File: src/rtl/core/ialu_pkg.sv
package ialu_pkg;

  // Operand and result width.
  localparam int DATA_W = 32;

  // Largest factor taken; from this factor on the wrapped product is zero.
  localparam int FACT_CAP = 34;

  // Step counter width: it holds the division step and the factorial factor.
  localparam int CNT_W = 6;

  // Operation codes carried in the input tuser.
  localparam logic [2:0] MODE_ADD  = 3'd0;
  localparam logic [2:0] MODE_SUB  = 3'd1;
  localparam logic [2:0] MODE_MUL  = 3'd2;
  localparam logic [2:0] MODE_DIV  = 3'd3;
  localparam logic [2:0] MODE_REM  = 3'd4;
  localparam logic [2:0] MODE_FACT = 3'd5;
  localparam logic [2:0] MODE_POW  = 3'd6;

  // Request to the shared arithmetic unit.
  typedef struct packed {
    logic [DATA_W:0]   add_x;
    logic [DATA_W:0]   add_y;
    logic              add_sub;
    logic [DATA_W-1:0] mul_x;
    logic [DATA_W-1:0] mul_y;
  } ialu_req_t;

  // Response from the shared arithmetic unit.
  typedef struct packed {
    logic [DATA_W-1:0] sum;
    logic              carry;
    logic [DATA_W-1:0] prod;
  } ialu_rsp_t;

  // Sequencer status towards the stream interface.
  typedef struct packed {
    logic ready;
    logic done;
  } ialu_stat_t;

endpackage

File: src/rtl/core/ialu_unit.sv
module ialu_unit (
  input  ialu_pkg::ialu_req_t req,
  output ialu_pkg::ialu_rsp_t rsp
);

  logic [ialu_pkg::DATA_W+1:0] total;
  logic [ialu_pkg::DATA_W:0]   y_in;

  // One adder that subtracts by inverting the second operand; the carry out
  // is high when the subtraction did not borrow.
  assign y_in  = req.add_sub ? ~req.add_y : req.add_y;
  assign total = {1'b0, req.add_x} + {1'b0, y_in}
               + {{(ialu_pkg::DATA_W+1){1'b0}}, req.add_sub};

  assign rsp.sum   = total[ialu_pkg::DATA_W-1:0];
  assign rsp.carry = total[ialu_pkg::DATA_W+1];

  // One multiplier; only the low word is kept, which wraps the product.
  assign rsp.prod = req.mul_x * req.mul_y;

endmodule

File: src/rtl/core/ialu_seq.sv
module ialu_seq (
  input  logic                          clk,
  input  logic                          rst,
  input  logic                          start,
  input  logic [2:0]                    mode_in,
  input  logic [ialu_pkg::DATA_W-1:0]   a_in,
  input  logic [ialu_pkg::DATA_W-1:0]   b_in,
  input  logic                          take,
  output ialu_pkg::ialu_stat_t          stat,
  output logic [ialu_pkg::DATA_W-1:0]   result,
  output logic                          dz
);

  localparam int W = ialu_pkg::DATA_W;
  localparam int CW = ialu_pkg::CNT_W;

  localparam logic [2:0] ST_IDLE = 3'd0;
  localparam logic [2:0] ST_ALU  = 3'd1;
  localparam logic [2:0] ST_DIV  = 3'd2;
  localparam logic [2:0] ST_FIX  = 3'd3;
  localparam logic [2:0] ST_FACT = 3'd4;
  localparam logic [2:0] ST_PMUL = 3'd5;
  localparam logic [2:0] ST_PSQR = 3'd6;
  localparam logic [2:0] ST_DONE = 3'd7;

  localparam logic [CW-1:0] CNT_ONE  = CW'(1);
  localparam logic [CW-1:0] DIV_LAST = CW'(W - 1);
  localparam logic [CW-1:0] FACT_MAX = CW'(ialu_pkg::FACT_CAP);
  localparam logic [W-1:0]  ONE      = W'(1);

  logic [2:0]    state, state_next;
  logic [2:0]    mode, mode_next;
  logic [W-1:0]  acc, acc_next;
  logic [W-1:0]  opa, opa_next;
  logic [W-1:0]  opb, opb_next;
  logic [W-1:0]  rem, rem_next;
  logic [CW-1:0] cnt, cnt_next;
  logic [CW-1:0] lim, lim_next;
  logic          flip, flip_next;
  logic          dz_reg, dz_next;

  logic [W-1:0]  mag_a, mag_b;
  logic          a_pos, b_pos;
  logic [W-1:0]  fix_src;

  ialu_pkg::ialu_req_t req;
  ialu_pkg::ialu_rsp_t rsp;

  ialu_unit u_unit (
    .req (req),
    .rsp (rsp)
  );

  // Operand magnitudes and sign tests used when an item is loaded.
  assign mag_a = a_in[W-1] ? (W'(0) - a_in) : a_in;
  assign mag_b = b_in[W-1] ? (W'(0) - b_in) : b_in;
  assign a_pos = !a_in[W-1] && (a_in != '0);
  assign b_pos = !b_in[W-1] && (b_in != '0);

  assign fix_src = (mode == ialu_pkg::MODE_DIV) ? opa : rem;

  // Sequencer: picks the unit's inputs and the next register values.
  always_comb begin
    state_next = state;
    mode_next  = mode;
    acc_next   = acc;
    opa_next   = opa;
    opb_next   = opb;
    rem_next   = rem;
    cnt_next   = cnt;
    lim_next   = lim;
    flip_next  = flip;
    dz_next    = dz_reg;

    req.add_x   = {1'b0, opa};
    req.add_y   = {1'b0, opb};
    req.add_sub = (mode == ialu_pkg::MODE_SUB);
    req.mul_x   = opa;
    req.mul_y   = opb;

    unique case (state)
      ST_IDLE: begin
        if (start) begin
          mode_next = mode_in;
          dz_next   = 1'b0;
          acc_next  = ONE;
          opa_next  = a_in;
          opb_next  = b_in;
          unique case (mode_in)
            ialu_pkg::MODE_ADD, ialu_pkg::MODE_SUB, ialu_pkg::MODE_MUL: begin
              state_next = ST_ALU;
            end
            ialu_pkg::MODE_DIV, ialu_pkg::MODE_REM: begin
              if (b_in == '0) begin
                acc_next   = '0;
                dz_next    = 1'b1;
                state_next = ST_DONE;
              end else begin
                opa_next   = mag_a;
                opb_next   = mag_b;
                rem_next   = '0;
                cnt_next   = '0;
                flip_next  = (mode_in == ialu_pkg::MODE_DIV) ?
                             (a_in[W-1] ^ b_in[W-1]) : a_in[W-1];
                state_next = ST_DIV;
              end
            end
            ialu_pkg::MODE_FACT: begin
              if (a_pos) begin
                lim_next   = (a_in > W'(ialu_pkg::FACT_CAP)) ? FACT_MAX : a_in[CW-1:0];
                cnt_next   = CNT_ONE;
                state_next = ST_FACT;
              end else begin
                state_next = ST_DONE;
              end
            end
            ialu_pkg::MODE_POW: begin
              state_next = b_pos ? ST_PMUL : ST_DONE;
            end
            default: begin
              acc_next   = '0;
              state_next = ST_DONE;
            end
          endcase
        end
      end

      // Add, subtract or multiply on the shared unit, into the accumulator.
      ST_ALU: begin
        acc_next   = (mode == ialu_pkg::MODE_MUL) ? rsp.prod : rsp.sum;
        state_next = ST_DONE;
      end

      // Restoring division, one quotient bit a cycle, dividend bits shifted
      // out of opa while quotient bits shift in.
      ST_DIV: begin
        req.add_x   = {rem, opa[W-1]};
        req.add_y   = {1'b0, opb};
        req.add_sub = 1'b1;
        rem_next    = rsp.carry ? rsp.sum : {rem[W-2:0], opa[W-1]};
        opa_next    = {opa[W-2:0], rsp.carry};
        cnt_next    = cnt + CNT_ONE;
        if (cnt == DIV_LAST) begin
          state_next = ST_FIX;
        end
      end

      // Sign correction of the quotient or remainder.
      ST_FIX: begin
        req.add_x   = '0;
        req.add_y   = {1'b0, fix_src};
        req.add_sub = 1'b1;
        acc_next    = flip ? rsp.sum : fix_src;
        state_next  = ST_DONE;
      end

      // Factorial: one factor multiplied in per cycle.
      ST_FACT: begin
        req.mul_x = acc;
        req.mul_y = W'(cnt);
        acc_next  = rsp.prod;
        if (cnt == lim) begin
          state_next = ST_DONE;
        end else begin
          cnt_next = cnt + CNT_ONE;
        end
      end

      // Power, multiply step: take the base in when the exponent bit is set.
      ST_PMUL: begin
        req.mul_x = acc;
        req.mul_y = opa;
        if (opb[0]) begin
          acc_next = rsp.prod;
        end
        state_next = ST_PSQR;
      end

      // Power, square step: square the base and drop the exponent bit.
      ST_PSQR: begin
        req.mul_x  = opa;
        req.mul_y  = opa;
        opa_next   = rsp.prod;
        opb_next   = {1'b0, opb[W-1:1]};
        state_next = (opb[W-1:1] == '0) ? ST_DONE : ST_PMUL;
      end

      ST_DONE: begin
        if (take) begin
          state_next = ST_IDLE;
        end
      end

      default: begin
        state_next = ST_IDLE;
      end
    endcase
  end

  // Control state.
  always_ff @(posedge clk) begin
    if (rst) begin
      state <= ST_IDLE;
    end else begin
      state <= state_next;
    end
  end

  // Working registers.
  always_ff @(posedge clk) begin
    mode   <= mode_next;
    acc    <= acc_next;
    opa    <= opa_next;
    opb    <= opb_next;
    rem    <= rem_next;
    cnt    <= cnt_next;
    lim    <= lim_next;
    flip   <= flip_next;
    dz_reg <= dz_next;
  end

  assign stat.ready = (state == ST_IDLE);
  assign stat.done  = (state == ST_DONE);
  assign result     = acc;
  assign dz         = dz_reg;

endmodule

File: src/rtl/core/integer_alu_with_factorial_power.sv
// Channel   Direction  Content
// s_axis    in         tdata: operand_a, operand_b; tuser: mode
// m_axis    out        tdata: result; tuser: divide_by_zero
//
// After accept: add, subtract and multiply pass the ALU state; divide and
// remainder take one quotient bit a cycle on the shared adder, then a sign
// fix; factorial one factor a cycle on the shared multiplier; power a
// multiply and a square step per exponent bit up to the top set bit.
// Input is ready only while the sequencer is idle, and a finished result waits
// there while the output register is full. Reset clears state and valid.
module integer_alu_with_factorial_power (
  input  logic        clk,
  input  logic        rst,
  input  logic        s_axis_tvalid,
  output logic        s_axis_tready,
  input  logic [63:0] s_axis_tdata,  // [31:0] operand_a, [63:32] operand_b
  input  logic [2:0]  s_axis_tuser,  // [2:0] mode
  output logic        m_axis_tvalid,
  input  logic        m_axis_tready,
  output logic [31:0] m_axis_tdata,  // [31:0] result
  output logic        m_axis_tuser   // [0] divide_by_zero
);

  localparam int W = ialu_pkg::DATA_W;

  ialu_pkg::ialu_stat_t stat;
  logic [W-1:0]         seq_result;
  logic                 seq_dz;
  logic                 start;
  logic                 take;

  assign s_axis_tready = stat.ready;
  assign start         = s_axis_tvalid && stat.ready;

  // Hand the finished beat over when the output register is free or draining.
  assign take = stat.done && (!m_axis_tvalid || m_axis_tready);

  ialu_seq u_seq (
    .clk     (clk),
    .rst     (rst),
    .start   (start),
    .mode_in (s_axis_tuser),
    .a_in    (s_axis_tdata[W-1:0]),
    .b_in    (s_axis_tdata[2*W-1:W]),
    .take    (take),
    .stat    (stat),
    .result  (seq_result),
    .dz      (seq_dz)
  );

  // Output register valid.
  always_ff @(posedge clk) begin
    if (rst) begin
      m_axis_tvalid <= 1'b0;
    end else if (take) begin
      m_axis_tvalid <= 1'b1;
    end else if (m_axis_tready) begin
      m_axis_tvalid <= 1'b0;
    end
  end

  // Output register payload.
  always_ff @(posedge clk) begin
    if (take) begin
      m_axis_tdata <= seq_result;
      m_axis_tuser <= seq_dz;
    end
  end

endmodule

File: config.mk
export PLATFORM = sky130hd
export DESIGN_NAME = integer_alu_with_factorial_power
export DESIGN_NICKNAME = d
export VERILOG_FILES = /design/src/rtl/core/ialu_pkg.sv /design/src/rtl/core/ialu_unit.sv /design/src/rtl/core/ialu_seq.sv /design/src/rtl/core/integer_alu_with_factorial_power.sv
export SDC_FILE = /design/constraint.sdc
export NUM_CORES = 2
export LEC_CHECK = 0
export BUFFER_PORTS_ARGS = -buffer_cell sky130_fd_sc_hd__buf_2
export CAP_MARGIN = 30
export CORE_UTILIZATION = 59
export CTS_CLUSTER_DIAMETER = 50
export DETAILED_ROUTE_END_ITERATION = 16
export PLACE_DENSITY = 0.8
export SKIP_CTS_REPAIR_TIMING = 1
export SLEW_MARGIN = 20
export SYNTH_ARGS = -nofsm -noshare
export SYNTH_HDL_FRONTEND = slang
export SYNTH_SLANG_ARGS = --single-unit
File: constraint.sdc
create_clock -name clk -period 8 [get_ports clk]
set_input_delay 1.6 -clock clk [delete_from_list [all_inputs] [get_ports clk]]
set_output_delay 1.6 -clock clk [all_outputs]
set_load 0.01 [all_outputs]
### Yosys cells after proc, flatten, opt, wreduce, memory -nomap -nowiden

Index checks and enable logic that the tools add are counted.

* logic and storage cells: 131
* input port bits: 71
* flip-flop bits (word level): 182
* output and inout port bits: 35

* $mul: 1
* reduce and logical (&&, ||, !) cells: 33
* eq/ne operators: 29
* add/sub/neg operators: 5
* bitwise logic cells: 3
* order comparisons: 1
* multiplexer cells: 46

Operators with widths (number)
* 32-bit 2-to-1 mux: 17
* 32-bit one-hot mux with 2 select lines: 3
* 64-bit one-hot mux with 3 select lines: 1
* 32-bit one-hot mux with 5 select lines: 1
* 67-bit one-hot mux with 2 select lines: 1
* 32-bit one-hot mux with 3 select lines: 1
* 32-bit nonzero test: 2
* 1-bit by 32-bit subtractor with 32-bit output, first input constant: 2
* 33-bit by 33-bit adder with 34-bit output: 1
* 34-bit by 1-bit adder with 34-bit output: 1
* 33-bit 2-to-1 mux: 1
* 33-bit inverter: 1
* 32-bit by 6-bit > comparator with 1-bit output, second input constant: 1
* 32-bit logical NOT: 1
* 32-bit by 32-bit multiplier with 32-bit output: 1
* 31-bit logical NOT: 1
* 6-bit 2-to-1 mux: 4
* 3-bit equality test, second input constant: 7
* 3-bit one-hot mux with 7 select lines: 1
* 3-bit by 2-bit equality test with 1-bit output, second input constant: 6
* 6-bit one-hot mux with 3 select lines: 1
* 4-bit AND reduction: 4
* 3-bit 2-to-1 mux: 5
* 2-bit by 1-bit inequality test with 1-bit output, second input constant: 6
* 27 further kinds: 48

### Depth between registers and ports, before layout

* depth in word-level cells: 9
* mapped depth: 34
* depth with buffers taken out: 30

### By module

Synthesis repeated with hierarchy kept, for this count alone.

* cells, all modules: 3209
* area total of the unflattened synthesis: 28974.0 um^2

Modules (own cells, without submodules)
* ialu_unit: instances 1, area an instance 17441.7 um^2, seq. area each 0.0 um^2, cells each 1972
* ialu_seq: instances 1, area an instance 10480.1 um^2, seq. area each 4414.2 um^2, cells each 1198
* integer_alu_with_factorial_power: instances 1, area an instance 1052.3 um^2, seq. area each 1011.0 um^2, cells each 39

### Worst setup path before layout

OpenSTA, ideal clock, no wires.

* path type: flip-flop to flip-flop
* start point: register u_seq.state[2]
* end point: register u_seq.acc[31], in the netlist u_seq.result[31], data pin
* data required time: 7739 ps
* buffers on the path: 6
* clock period less this slack: 8694 ps
* stages on the path, launching flop included: 31
* library setup time: 261 ps
* arrival: 8433 ps
* path slack: -694 ps
* path through: dfxtp_1 -> buf_2 -> nand2b_1 -> clkbuf_1 -> buf_2 -> buf_1 -> clkbuf_1 -> mux2i_1 -> clkbuf_1 -> nor2_1 -> fa_1 -> fa_1 -> fa_1 -> inv_1 -> fa_1 -> inv_1 -> fa_1 -> inv_1 -> fa_1 -> inv_1 -> fa_1 -> fa_1 -> ha_1 -> a21oi_1 -> a32o_1 -> a21oi_1 -> and4_1 -> a21oi_1 -> o31a_1 -> xor2_1 -> a221o_1

* word-level cells in the longest chain between the ends: 8
* elaborated cells on any way between the ends: 18
* classes of those cells: add/sub: 2; mul: 1; eq/ne: 6; mux: 7; bitwise: 1; reduce/logical: 1

Ends and longest elaborated chain
* start: declaration: RTL line ialu_seq.sv:31 `logic [2:0] state, state_next;`
* start signal: assignment: RTL line ialu_seq.sv:205 `state <= state_next;`
* 3-bit by 2-bit equality test with 1-bit output: RTL line ialu_seq.sv:81 `unique case (state)`
* 67-bit one-hot mux with 2 select lines: RTL line ialu_seq.sv:81
* 33-bit inverter: RTL line ialu_unit.sv:11 `assign y_in = req.add_sub ? ~req.add_y : req.add_y;`
* 33-bit 2-to-1 mux: RTL line ialu_unit.sv:11
* 33-bit by 33-bit adder with 34-bit output: RTL line ialu_unit.sv:12 `assign total = {1'b0, req.add_x} + {1'b0, y_in}`
* 34-bit by 1-bit adder with 34-bit output: RTL line ialu_unit.sv:13 `+ {{(ialu_pkg::DATA_W+1){1'b0}}, req.add_sub};`
* 32-bit 2-to-1 mux, on equally long branches: RTL line ialu_seq.sv:153, ialu_seq.sv:130
* 32-bit one-hot mux with 5 select lines (*): RTL line ialu_seq.sv:81
* via u_seq.acc_next[31]: RTL line ialu_seq.sv:33 `logic [W-1:0] acc, acc_next;`
* end signal: assignment: RTL line ialu_seq.sv:212 `acc <= acc_next;`
* end: declaration: RTL line ialu_seq.sv:33

Mark *: on every way through the listed nets, which the timed path passes. The rest lies on a longest branch. The select of a mux whose other input is x is not followed.
A chain may end at the register's enable or synchronous reset.

### Worst setup path after layout

* start point: register u_seq.state[1]
* end point: register u_seq.acc[31], in the netlist u_seq.result[31], data pin

Same word-level chain as after synthesis.

==> flow_metrics.tcl <==
set metrics [dict create \
    yosysMostFrequentCell "nor2_1" \
    hold_slack_ns 0.442 \
    dieArea_um2 49700 \
    wl_mm 119 \
    period_minus_slack_ns 7.97 \
    detail_route.vias_per_cell 6.45 \
    synth_cells 3162 \
    grt_pass1_vias 26884 \
    die_h_um 223 \
    antenna_found_initial 6 \
    cts_buffers 17 \
    cpPeakStageDelay_ns 0.57 \
    ys.warnings.count 0 \
    core_area_um2 47900 \
    drt_iter0_markers 3373 \
    gp_congestion 1.07 \
    drv_cap 0 \
    fillers 3538 \
    ys_types 78 \
    start_util_pct 60.1 \
    pre_cts_slack_ns -0.254 \
    ioPinCount 106 \
    crit_top_cell "fa_1" \
    cp_max_fo 7 \
    hold_violations 0 \
    path_delay_family "adder cells" \
    synth_seq_area_share_pct 18.8 \
    skew_ns 0.0143 \
    cts_root_buf "clkbuf_16" \
    finalWorstSetupSlack_ns 0.0322 \
    grt_overflow 0 \
    synth_fp_nets 3801 \
    wire_per_inst_um 28.7 \
    timing.critical_path.slowest_stage_cell "fa_1" \
    synth.ff_latch_count 182 \
    end_kind "flop" \
    setup-violations-final 0 \
    area_delta_synth_final_pct 19.1 \
    cts_tree "done" \
    rows 80 \
    synthTopCellsByArea "fa_1, edfxtp_1, ha_1" \
    synth_area_um2 28800 \
    setup.worst_path.start_class "flop" \
    first_pass_iters 8 \
    grt_max_degree 64 \
    fmax_ghz 0.126 \
    cts.sinks 182 \
    syn_area_per_cell_um2 9.11 \
    synth-edff-count 178 \
    port_buffers 105 \
    synth_top_area_cell "fa_1" \
    cp.arrival_ns 8.20 \
    clock_latency_ns 0.48 \
    clk_pin_slew_worst_paths_ns 0.08 \
    async_flop_share_pct 0 \
    yosysTopAreaCellShare_pct 28.4 \
    hold_path.class "reg -> reg" \
    rsz0062_at_grt "true" \
    outcome "complete, no violations" \
    num_vias 26837 \
    drive_above_1_share_pct 20.6 \
    crit_required_ns 8.23 \
    path_buf_inv 7 \
    post-route-period-util_pct 99.6 \
    post-route-drc-count 0 \
    grt_pass1_wl_mm 170 \
    synth_common_cells "nor2_1, fa_1, inv_1" \
    chipWidth_um 223 \
    slew_headroom_pct 32.7 \
    ant_nets 0 \
    h-tree-depth 4 \
    clockBufferDepth 2 \
    hpwl_mm 96.0 \
    crit_type "reg -> reg" \
    synthFlopType "edfxtp_1" \
    grtUsageTotal_pct 47.5 \
    worst_slew_pin_slew_ns 1.00 \
    nets 4169 \
    r2r_setup_slack_ns 0.03 \
    maxSlewViolCount 0 \
]
-- area by class of cell --
type	count	area, um^2	share of cell area, %
Multi-Input combinational cell	2425	22000	64.1
Tap cell	615	769	2.24
Clock buffer	17	425	1.24
Sequential cell	182	5430	15.8
Clock inverter	15	214	0.624
Timing Repair Buffer	495	3920	11.4
Inverter	409	1540	4.48
Antenna cell	6	15.0	0.0438
-- routing by layer --
metal	global-route usage [%]	routed length [um]	share of wire [%]	up-vias
met5	0	45	0.038	-
met4	33.8	11100	9.3	6
met3	12.1	14800	12	594
met2	72.9	51500	43	1996
met1	58.8	41900	35	13129
li1	-	-	-	11112
-- through the flow --
| stage | utilization (%) | instances | TNS [ns] | instance area (um^2) |
|---|---|---|---|---|
| finish | 71.6 | 4164 | 0 | 34300 |
| global route | 71.5 | 4160 | -1.52 | 34300 |
| CTS | 69.0 | 4107 | -2.48 | 33100 |
| detailed placement | 67.6 | 4075 | -1.65 | 32400 |
| global placement | 67.5 | 4073 | -0.720 | 32400 |
| floorplan | - | 3162 | 0 | 28900 |
-- cells in the final DEF (no fill, tap or decap), drive strengths merged, types with 16 or more instances in the layout --
cell	Yosys	layout
o21a	29	29
nand2	254	254
nor2b	20	20
a21o	54	54
nand2b	36	38
inv	409	417
or2	16	16
nor2	516	516
xor2	97	97
clkbuf	119	18
a211oi	24	24
o21ai	83	83
ha	159	159
nor3	23	23
mux2	37	37
o31ai	20	20
xnor2	116	116
a22o	32	32
fa	409	409
buf	29	494
nor4	18	18
nand3	17	17
a21oi	171	171
mux2i	132	132
edfxtp	178	178
-- logic make-up (layout without fill, tap and decap cells) --
family                   after synthesis  count (layout)  share of synthesized area (%)
flip-flops                           182             182                           18.8
multiplexers                         169             169                           6.04
XOR/XNOR                             214             214                           6.56
AND/OR/NAND/NOR                      969             971                           14.5
AO/OA/AOI/OAI                        503             503                           11.3
buffers and inverters                557             936                           7.40
other                                  0               6                              0
adder cells (fa/ha/maj)              568             568                           35.3
-- worst paths after layout --
path | from | end | cells past startpoint
worst max-delay path | u_seq.state[1]$_SDFFE_PP0P_ | u_seq.result[31]$_DFFE_PP_ | 27
worst max register to register | u_seq.state[1]$_SDFFE_PP0P_ | u_seq.result[31]$_DFFE_PP_ | 27
worst min-delay path | u_seq.dz$_SDFFCE_PN0P_ | m_axis_tuser$_DFFE_PP_ | 0
worst min register to register | u_seq.dz$_SDFFCE_PN0P_ | m_axis_tuser$_DFFE_PP_ | 0
Power is not shown: default switching activity piles up to over one toggle a cycle in this logic, so the estimate is an artifact.
